`src/rtl/gps_pkg.sv`:
```
package gps_pkg;

  localparam int VAL_W      = 16;
  localparam int CNT_W      = 11;
  localparam int COORD_BITS = 8;
  localparam int CFG_IDX_W  = 3;
  localparam int CFG_DATA_W = 16;

  // product widths; quotients are known to fit in COORD_BITS
  localparam int CPROD_W = CNT_W + COORD_BITS;
  localparam int RPROD_W = VAL_W + COORD_BITS;
  localparam int STEP_W  = $clog2(COORD_BITS);

endpackage

```
`src/rtl/graph_polyline_scaler.sv`:
```
// channel  | direction | ports                                  | word
// ---------+-----------+----------------------------------------+----------------------------
// in       | sink      | in_valid, in_ready, in_sample_value    | one signed sample
// out      | source    | out_valid, out_ready, out_*            | one segment, final flag
// cfg      | sink      | cfg_valid, cfg_ready, cfg_index/data   | one register write
//
// A sample passes through accept, a shift-add multiply, a restoring divide (one quotient
// bit per cycle, column and row units side by side) and a finish step.
// With an invalid configuration a sample is consumed in its accept cycle.
// Finish waits while the output holds an untaken segment, except on a graph's first point.
// rst_n is synchronous; it clears the config registers, graph index and control state.
module graph_polyline_scaler
  import gps_pkg::*;
#(
  parameter int MAX_POINTS = 1024
) (
  input  logic                    clk,
  input  logic                    rst_n,
  input  logic                    in_valid,
  output logic                    in_ready,
  input  logic signed [VAL_W-1:0] in_sample_value,
  output logic                    out_valid,
  input  logic                    out_ready,
  output logic [COORD_BITS-1:0]   out_start_col,
  output logic [COORD_BITS-1:0]   out_start_row,
  output logic [COORD_BITS-1:0]   out_end_col,
  output logic [COORD_BITS-1:0]   out_end_row,
  output logic                    out_final_segment,
  input  logic                    cfg_valid,
  output logic                    cfg_ready,
  input  logic [CFG_IDX_W-1:0]    cfg_index,
  input  logic [CFG_DATA_W-1:0]   cfg_data
);

  localparam int IDX_W = (MAX_POINTS > 2) ? $clog2(MAX_POINTS) : 1;
  localparam int CW    = (IDX_W > CNT_W) ? IDX_W : CNT_W;
  localparam int CLAMP = (MAX_POINTS < (2 ** CNT_W) - 1) ? MAX_POINTS : (2 ** CNT_W) - 1;
  localparam logic [CNT_W-1:0] CNT_CLAMP = CNT_W'(CLAMP);
  localparam logic [STEP_W-1:0] STEP_LAST = STEP_W'(COORD_BITS - 1);

  localparam logic [CFG_IDX_W-1:0] REG_VALUE_MIN   = 3'd0;
  localparam logic [CFG_IDX_W-1:0] REG_VALUE_MAX   = 3'd1;
  localparam logic [CFG_IDX_W-1:0] REG_BOX_LEFT    = 3'd2;
  localparam logic [CFG_IDX_W-1:0] REG_BOX_TOP     = 3'd3;
  localparam logic [CFG_IDX_W-1:0] REG_BOX_RIGHT   = 3'd4;
  localparam logic [CFG_IDX_W-1:0] REG_BOX_BOTTOM  = 3'd5;
  localparam logic [CFG_IDX_W-1:0] REG_POINT_COUNT = 3'd6;

  localparam logic [1:0] ST_IDLE = 2'd0;
  localparam logic [1:0] ST_MUL  = 2'd1;
  localparam logic [1:0] ST_DIV  = 2'd2;
  localparam logic [1:0] ST_FIN  = 2'd3;

  logic [1:0]              state_r;
  logic [STEP_W-1:0]       step_r;

  logic signed [VAL_W-1:0] vmin_r, vmax_r;
  logic [COORD_BITS-1:0]   left_r, top_r, right_r, bottom_r;
  logic [CNT_W-1:0]        count_r;

  logic [IDX_W-1:0]        point_index_r, cur_idx_r;
  logic                    last_r;
  logic [COORD_BITS-1:0]   prev_col_r, prev_row_r;

  logic [CPROD_W-1:0]      cmul_a_r, cacc_r, cdiv_r;
  logic [COORD_BITS-1:0]   cmul_b_r, cq_r;
  logic [RPROD_W-1:0]      rmul_a_r, racc_r, rdiv_r;
  logic [COORD_BITS-1:0]   rmul_b_r, rq_r;

  logic                    out_valid_r, out_final_r;
  logic [COORD_BITS-1:0]   out_sc_r, out_sr_r, out_ec_r, out_er_r;

  logic [CNT_W-1:0]        cnt_eff, cnt_m1;
  logic                    cfg_ok;
  logic [IDX_W-1:0]        idx_cur;
  logic signed [VAL_W-1:0] v_clamp;
  logic [VAL_W-1:0]        off, range;
  logic                    cge, rge;
  logic [COORD_BITS-1:0]   col_nxt, row_nxt;
  logic [IDX_W-1:0]        point_index_nxt;
  logic                    out_free;
  logic                    fin_go, seg_emit;

  always_comb begin
    cnt_eff = (count_r > CNT_CLAMP) ? CNT_CLAMP : count_r;
    cnt_m1  = cnt_eff - CNT_W'(1);
    cfg_ok  = (cnt_eff >= CNT_W'(2)) && (vmax_r > vmin_r) &&
              (right_r > left_r) && (bottom_r > top_r);
    idx_cur = (CW'(point_index_r) >= CW'(cnt_eff)) ? '0 : point_index_r;
    if (in_sample_value < vmin_r) begin
      v_clamp = vmin_r;
    end else if (in_sample_value > vmax_r) begin
      v_clamp = vmax_r;
    end else begin
      v_clamp = in_sample_value;
    end
    off   = VAL_W'(v_clamp - vmin_r);
    range = VAL_W'(vmax_r - vmin_r);
    cge   = cacc_r >= cdiv_r;
    rge   = racc_r >= rdiv_r;
    col_nxt = left_r + cq_r;
    row_nxt = bottom_r - rq_r;
    point_index_nxt = last_r ? '0 : cur_idx_r + IDX_W'(1);
    out_free = !out_valid_r || out_ready;
    fin_go   = (cur_idx_r == '0) || out_free;
    seg_emit = (state_r == ST_FIN) && fin_go && (cur_idx_r != '0);
  end

  assign in_ready          = (state_r == ST_IDLE);
  assign cfg_ready         = 1'b1;
  assign out_valid         = out_valid_r;
  assign out_start_col     = out_sc_r;
  assign out_start_row     = out_sr_r;
  assign out_end_col       = out_ec_r;
  assign out_end_row       = out_er_r;
  assign out_final_segment = out_final_r;

  always_ff @(posedge clk) begin
    if (!rst_n) begin
      vmin_r   <= '0;
      vmax_r   <= '0;
      left_r   <= '0;
      top_r    <= '0;
      right_r  <= '0;
      bottom_r <= '0;
      count_r  <= '0;
    end else if (cfg_valid) begin
      unique case (cfg_index)
        REG_VALUE_MIN:   vmin_r   <= cfg_data;
        REG_VALUE_MAX:   vmax_r   <= cfg_data;
        REG_BOX_LEFT:    left_r   <= cfg_data[COORD_BITS-1:0];
        REG_BOX_TOP:     top_r    <= cfg_data[COORD_BITS-1:0];
        REG_BOX_RIGHT:   right_r  <= cfg_data[COORD_BITS-1:0];
        REG_BOX_BOTTOM:  bottom_r <= cfg_data[COORD_BITS-1:0];
        REG_POINT_COUNT: count_r  <= cfg_data[CNT_W-1:0];
        default: ;
      endcase
    end
  end

  always_ff @(posedge clk) begin
    if (!rst_n) begin
      state_r       <= ST_IDLE;
      step_r        <= '0;
      point_index_r <= '0;
      prev_col_r    <= '0;
      prev_row_r    <= '0;
      out_valid_r   <= 1'b0;
    end else begin
      if (seg_emit) begin
        out_valid_r <= 1'b1;
      end else if (out_ready) begin
        out_valid_r <= 1'b0;
      end
      unique case (state_r)
        ST_IDLE: begin
          if (in_valid) begin
            if (!cfg_ok) begin
              point_index_r <= '0;
            end else begin
              cur_idx_r <= idx_cur;
              last_r    <= (CW'(idx_cur) == CW'(cnt_m1));
              cmul_a_r  <= CPROD_W'(CNT_W'(idx_cur));
              cmul_b_r  <= right_r - left_r;
              cacc_r    <= '0;
              cdiv_r    <= CPROD_W'({cnt_m1, {(COORD_BITS-1){1'b0}}});
              rmul_a_r  <= RPROD_W'(off);
              rmul_b_r  <= bottom_r - top_r;
              racc_r    <= '0;
              rdiv_r    <= RPROD_W'({range, {(COORD_BITS-1){1'b0}}});
              step_r    <= '0;
              state_r   <= ST_MUL;
            end
          end
        end
        ST_MUL: begin
          if (cmul_b_r[0]) begin
            cacc_r <= cacc_r + cmul_a_r;
          end
          if (rmul_b_r[0]) begin
            racc_r <= racc_r + rmul_a_r;
          end
          cmul_a_r <= cmul_a_r << 1;
          cmul_b_r <= cmul_b_r >> 1;
          rmul_a_r <= rmul_a_r << 1;
          rmul_b_r <= rmul_b_r >> 1;
          if (step_r == STEP_LAST) begin
            step_r  <= '0;
            state_r <= ST_DIV;
          end else begin
            step_r <= step_r + STEP_W'(1);
          end
        end
        ST_DIV: begin
          if (cge) begin
            cacc_r <= cacc_r - cdiv_r;
          end
          if (rge) begin
            racc_r <= racc_r - rdiv_r;
          end
          cq_r   <= {cq_r[COORD_BITS-2:0], cge};
          rq_r   <= {rq_r[COORD_BITS-2:0], rge};
          cdiv_r <= cdiv_r >> 1;
          rdiv_r <= rdiv_r >> 1;
          if (step_r == STEP_LAST) begin
            step_r  <= '0;
            state_r <= ST_FIN;
          end else begin
            step_r <= step_r + STEP_W'(1);
          end
        end
        ST_FIN: begin
          if (fin_go) begin
            if (seg_emit) begin
              out_sc_r    <= prev_col_r;
              out_sr_r    <= prev_row_r;
              out_ec_r    <= col_nxt;
              out_er_r    <= row_nxt;
              out_final_r <= last_r;
            end
            prev_col_r    <= col_nxt;
            prev_row_r    <= row_nxt;
            point_index_r <= point_index_nxt;
            state_r       <= ST_IDLE;
          end
        end
        default: state_r <= ST_IDLE;
      endcase
    end
  end

endmodule

```
`config.mk`:
```
export PLATFORM = sky130hd
export DESIGN_NAME = graph_polyline_scaler
export DESIGN_NICKNAME = d
export VERILOG_FILES = /design/src/rtl/gps_pkg.sv /design/src/rtl/graph_polyline_scaler.sv
export SDC_FILE = /design/constraint.sdc
export NUM_CORES = 1
export LEC_CHECK = 0
export BUFFER_PORTS_ARGS = -buffer_cell sky130_fd_sc_hd__buf_4
export CAP_MARGIN = 20
export CELL_PAD_IN_SITES_DETAIL_PLACEMENT = 1
export CELL_PAD_IN_SITES_GLOBAL_PLACEMENT = 2
export CORE_MARGIN = 2
export CORE_UTILIZATION = 36
export DETAILED_ROUTE_END_ITERATION = 7
export PLACE_DENSITY_LB_ADDON = 0.1
export SYNTH_ARGS = -nofsm -noshare
export SYNTH_HDL_FRONTEND = slang
export SYNTH_SLANG_ARGS = --single-unit
```
`constraint.sdc`:
```
create_clock -name clk -period 5.88 [get_ports clk]
set_clock_uncertainty 0.1 [all_clocks]
set_input_delay 0.588 -clock clk [delete_from_list [all_inputs] [get_ports clk]]
set_output_delay 0.588 -clock clk [all_outputs]
set_load 0.03 [all_outputs]
```
### Word-level counts from Yosys, hierarchy flattened

Cells that the tools add are included.

| storage, ports and cells | value |
|---|---|
| bits of input ports | 40 |
| memories kept | 0 |
| memory bits (read-only) | 0 |
| bits in latches | 0 |
| logic and storage cells | 160 |
| memory bits (writable) | 0 |
| register bits after elaboration | 312 |

| cells by class | value |
|---|---|
| add/subtract/negate cells | 13 |
| reductions and logical operators | 37 |
| equal/unequal tests | 21 |
| shift operators | 0 |
| divide/modulo/power cells | 0 |
| $lt $le $gt $ge | 10 |
| muxes and demuxes | 49 |
| $mul | 0 |
| bitwise gates (word level) | 0 |

Operators with widths:

| cell | number |
|---|---|
| $mux W24 | 8 |
| $mux W19 | 8 |
| $pmux W24 S2 | 2 |
| $pmux W19 S2 | 2 |
| $pmux W24 S3 | 1 |
| $pmux W19 S3 | 1 |
| $mux W10 | 5 |
| $gt A16 B16 Y1 | 2 |
| $mux W16 | 2 |
| $mux W8 | 4 |
| $pmux W8 S2 | 2 |
| $sub A16 B16 Y16 | 2 |
| $add A24 B24 Y24 | 1 |
| $ge A24 B24 Y1 | 1 |
| $sub A24 B24 Y24 | 1 |
| $sub A8 B8 Y8 | 3 |
| $pmux W10 S2 | 1 |
| $reduce_and A4 Y1 | 5 |
| $add A19 B19 Y19 | 1 |
| $ge A19 B19 Y1 | 1 |
| $sub A19 B19 Y19 | 1 |
| $ne A2 B2 Y1 const B | 9 |
| $reduce_and A2 Y1 | 9 |
| $gt A8 B8 Y1 | 2 |
| other kinds (34) | 56 |

### Longest topological paths before layout

| logic depth | value |
|---|---|
| word-level depth | 9 |
| depth in mapped cells | 23 |
| depth with buffers taken out | 22 |

### Least setup slack after synthesis

OpenSTA, ideal clock, no wires.

| timing | value |
|---|---|
| kind | register to register |
| start | register bottom_r[0] |
| end | register cmul_a_r[0] (enable) |
| arrival time | 4.942 ns |
| cell stages (with the launch flop) | 12 |
| buffers on the path | 0 |
| library setup time | 0.495 ns |
| period minus slack after synthesis | 5.537 ns |
| setup slack | 0.343 ns |
| cell sequence | dfxtp_1 inv_1 ha_1 fa_1 nor2b_1 o21ai_0 a21oi_1 o31ai_1 a221oi_1 and3_1 o21ai_0 a21oi_1 |

| on the way | value |
|---|---|
| word-level cells in the longest chain between the ends | 4 |

RTL lines:

| element | RTL line | source |
|---|---|---|
| from (decl) | graph_polyline_scaler.sv:58 | `logic [COORD_BITS-1:0] left_r, top_r, right_r, bottom_r;` |
| from (signal assigned) | graph_polyline_scaler.sv:134 | `REG_BOX_BOTTOM: bottom_r <= cfg_data[COORD_BITS-1:0];` |
| $gt A8 B8 Y1 | graph_polyline_scaler.sv:88 | `(right_r > left_r) && (bottom_r > top_r);` |
| $logic_and A1 B1 Y1 | graph_polyline_scaler.sv:88 |  |
| $ne A2 B1 Y1 (no line) | -- |  |
| $reduce_and A4 Y1 (no line) | -- |  |
| to (signal assigned) | graph_polyline_scaler.sv:163 | `cmul_a_r <= CPROD_W'(CNT_W'(idx_cur));` |
| to (signal assigned) | graph_polyline_scaler.sv:183 | `cmul_a_r <= cmul_a_r << 1;` |
| to (decl) | graph_polyline_scaler.sv:65 | `logic [CPROD_W-1:0] cmul_a_r, cacc_r, cdiv_r;` |

Every way passes these cells.
A chain may end at the register's enable or synchronous reset.

### Final worst setup path

| timing | value |
|---|---|
| start | register vmin_r[9] |
| end | register rmul_a_r[15], data pin |

| on the way | value |
|---|---|
| word-level cells in the longest chain between the ends | 6 |

RTL lines:

| element | RTL line | source |
|---|---|---|
| from (decl) | graph_polyline_scaler.sv:57 | `logic signed [VAL_W-1:0] vmin_r, vmax_r;` |
| from (signal assigned) | graph_polyline_scaler.sv:129 | `REG_VALUE_MIN: vmin_r <= cfg_data;` |
| $lt A16 B16 Y1 | graph_polyline_scaler.sv:90 | `if (in_sample_value < vmin_r) begin` |
| $mux W16 | graph_polyline_scaler.sv:90 |  |
| $sub A16 B16 Y16 * | graph_polyline_scaler.sv:97 | `off = VAL_W'(v_clamp - vmin_r);` |
| $mux W24 * | graph_polyline_scaler.sv:158 | `if (!cfg_ok) begin` |
| $mux W24 * | graph_polyline_scaler.sv:157 | `if (in_valid) begin` |
| $pmux W24 S2 * | graph_polyline_scaler.sv:155 | `unique case (state_r)` |
| to (signal assigned) | graph_polyline_scaler.sv:167 | `rmul_a_r <= RPROD_W'(off);` |
| to (signal assigned) | graph_polyline_scaler.sv:185 | `rmul_a_r <= rmul_a_r << 1;` |
| to (decl) | graph_polyline_scaler.sv:67 | `logic [RPROD_W-1:0] rmul_a_r, racc_r, rdiv_r;` |

Every way passes the cells marked *; elsewhere a longest branch is shown, timed or not. The select of a mux whose other input is x is not followed.

==> key figures <==
Die
  • Die area: slightly below 60000 um^2
  • Die Ht: 241 um
  • Initial Utilization: 36.5%
  • Placeable Area: 55200 um^2
  • Row count: 86
  • Chip Width: 241 um
  • IO Pins: 76

Synthesis
  • Synth unique cells: 86
  • Top cells by count, synth: 317 x nand2_1, 203 x edfxtp_1, 194 x ha_1
  • Post-synth EDFFs: 203
  • Sequential area share after synthesis: 40.8%
  • Yosys warns: 0
  • Post-Syn Instances: about 2200
  • Top-count cell post-synth: nand2_1
  • Yosys top cell area share: 30.2%
  • #FFs+latches synth: 310
  • FFs w/ async S/R, synth: 0%
  • Syn avg cell area: 9.20 um^2
  • Synth Flop Type: edfxtp_1
  • Cell taking the most area after synthesis: edfxtp_1
  • Synth Cell Area: 20200 um^2
  • Syn nets: 2436
  • Synth area leaders: edfxtp_1 30%, ha_1 12%, dfxtp_1 11%, nand2_1 5.9%, a21boi_0 3.4%

Power
  • Switching fraction of total power: about a quarter
  • Int Power: 4.09 mW
  • Leakage power of the design: 8.99 nW
  • Clk pwr share: 45.8%
  • Part of the power in registers: between 40% and 50%
  • Psw: 1.43 mW
  • Pwr Total: 5.52 mW
  • Combinational share of power: a little under an eighth
  • PD cells: 240 nW/um^2
  • Worst VDD drop: 0.000248 V

Global routing
  • GRT Total Usage: 20.8%
  • First-pass GRT wire length: around 94 mm
  • Grt total ovfl: 0
  • Vias in the first global route: 16500
  • Largest net degree at the start of global routing: 74
  • Initial antenna violation count: 1

Route
  • Post-route ant nets: 0
  • Routed vias/inst: 5.26
  • Routed len/inst: 19.7 um
  • DR vias: 16000
  • DR pass1 iterations: 4
  • DR iter-0 viols: 641
  • Routed wire length: roughly 60 mm
  • DRC: 0

Placement
  • PortBufs: 74
  • DP Area: 21600 um^2
  • Cells after DPL: 2965
  • GPL Wtd Cong: 0.812
  • Post-DP HPWL: around 45 mm

Final layout
  • Multi-input gate area: 11100 um^2
  • Fin nets: 2503
  • Layout Cells excl Fill: 3038
  • Fillers: about 6300
  • Area delta synth->final: 13.8%
  • Antenna Cells: 0
  • Sequential cell area: 8240 um^2
  • Share of post-route cells with drive strength above 1: under 10%
  • Fin area: between 20000 and 25000 um^2

Min path
  • Min-Delay Path Depth: 3
  • Hold path startpoint: cfg_data[12]
  • Worst Hold End: vmin_r[12]
  • Hold Path Class: in2reg

STA
  • Pins Over Slew Limit: 0
  • Fin crit share: 94.1%
  • Worst slew pin tran: 0.967 ns
  • Hold Slack: between 0.15 and 0.2 ns
  • Setup total negative slack: 0 ns
  • Final setup fails: 0
  • Final Hold Fails: 0
  • RSZ-0062 raised after global routing: no
  • Max-slew headroom: a little over a third
  • F_max: roughly 180 MHz
  • Period minus WS final: between 5 and 6 ns

CTS
  • Longest Clk Path Bufs: 3
  • Worst-Skew Late Latency: 0.59 ns
  • Clk slew on worst S/H paths: roughly 0.060 ns
  • Setup bufs post-CTS: 0
  • CTS sink count: 310
  • Clock buffer count from CTS: 40
  • TritonCTS clock tree: built
  • H-tree Lvls: 2
  • Root Buffer: clkbuf_16
  • Post-cts gate resize count: 0
  • Hold-fix buffers at CTS: 0

Critical path
  • Worst setup SP type: flip-flop
  • Worst path required time: around 6.1 ns
  • Reg2reg path depth: 20
  • CP max FO: 6
  • Flop2flop setup slack: about 0.35 ns
  • Critical path class: reg2reg
  • RR Startpoint: vmin_r[9]
  • Worst Setup End Kind: flip-flop
  • Worst R2R End: rmul_a_r[15]
  • Arr. time, crit path: 5.75 ns

Run status
  • Status: finished clean

Run
  • Max_cap viols: 0
flip-flops by register name, indices dropped and copies added, names as in the netlist, 10 cells and up:
register / cells
vmin_r: 16
point_index_r: 10
cur_idx_r: 10
rmul_a_r: 24
cmul_a_r: 19
cacc_r: 19
vmax_r: 16
cdiv_r: 18
racc_r: 24
rdiv_r: 23
count_r: 11
placed cells by master, fill, tap and decap left out, types with 7 or more instances in the layout:
cell,Yosys,layout
a211o_1,7,7
a211oi_1,19,19
a21boi_0,91,91
a21o_1,36,36
a21oi_1,134,132
a22oi_1,13,13
a31oi_1,17,17
and2_1,30,30
and3_1,25,25
buf_4,1,89
clkbuf_1,57,9
clkbuf_16,0,41
clkinv_2,0,10
dfxtp_1,107,107
edfxtp_1,203,203
fa_1,10,10
ha_1,194,192
inv_1,171,171
mux2_2,9,9
nand2_1,317,317
nand2b_1,35,35
nand3_1,43,43
nand4_1,23,23
nor2_1,130,129
nor2b_1,45,45
nor3_1,30,29
nor4_1,8,8
o211ai_1,10,10
o21a_1,12,12
o21ai_0,128,128
o21bai_1,14,14
o22ai_1,12,11
o31ai_1,13,13
or3_1,9,9
xnor2_1,77,77
xor2_1,43,43
area by class of cell:
type                       count  share of cell area (%)
multi-input combinational   1644                    48.3
sequential                   310                    35.9
clock buffer                  51                    4.68
tap                          748                    4.08
timing repair buffer          90                    3.00
inverter                     173                    2.83
clock inverter                22                    1.19
worst max-delay path, cell delays in order, from the launching register on:
cell and delay (ns):
dfxtp_1 0.36, inv_1 0.11, ha_1 0.31, a21o_1 0.16
a21o_1 0.17, a211oi_1 0.24, o21bai_1 0.12, a2111oi_0 0.55
buf_4 0.21, o22ai_2 0.10, o21ai_0 0.32, ha_1 0.30
nor2b_1 0.14, o31a_1 0.26, or4_1 0.46, a211o_1 0.36
o31ai_2 0.25, o21a_1 0.20, o21ai_1 0.09, xor2_1 0.16
mux2_2 0.30
logic make-up (layout without fill, tap and decap cells):
family                   after synthesis  count (layout)  synth area share, %
AO/OA/AOI/OAI                        584             584                 19.1
flip-flops                           310             310                 40.8
adder cells (fa/ha/maj)              204             204                 13.0
AND/OR/NAND/NOR                      722             722                 16.6
other                                  1               1               0.0186
XOR/XNOR                             120             120                 5.21
buffers and inverters                238             336                 4.45
multiplexers                          13              13                0.701
power groups by stage:
stage | clock network, mW | logic [mW] | registers, mW
5_1_grt | 2.67 | 0.702 | 2.37
2_1_floorplan | 0 | 0.431 | 2.40
6_report | 2.53 | 0.626 | 2.36
3_5_place_dp | 0 | 0.627 | 2.41
4_1_cts | 2.60 | 0.631 | 2.36
3_3_place_gp | 0 | 0.613 | 2.41
stage by stage:
step	util, %	setup slack [ns]
global placement	39.1	0.0876
floorplan	-	0.343
finish	41.6	0.346
detailed placement	39.1	0.0848
CTS	41.6	0.288
global route	41.6	0.0259
per-layer routing:
layer / up-vias / routed length, um / GRT usage (%)
met2: 136 / 27800 / 34.3
met4: 2 / 1210 / 5.51
li1: 7970 / - / -
met1: 7805 / 29400 / 28.9
met5: - / 9 / 0
met3: 61 / 1340 / 2.38
how the worst max path moves through the flow:
stage                         endpoint  slack, ns  depth (start not counted)          startpoint
final                     rmul_a_r[15]       0.35                         20           vmin_r[9]
after global routing      rmul_a_r[15]       0.03                         21          vmax_r[15]
after CTS                 rmul_a_r[15]       0.29                         20           vmin_r[9]
after detailed placement  rmul_a_r[15]       0.08                         20  in_sample_value[9]
after global placement    rmul_a_r[15]       0.09                         22  in_sample_value[9]
after floorplan            cmul_a_r[0]       0.34                         11         bottom_r[0]
Note: power is estimated with default switching activity, not from simulation.
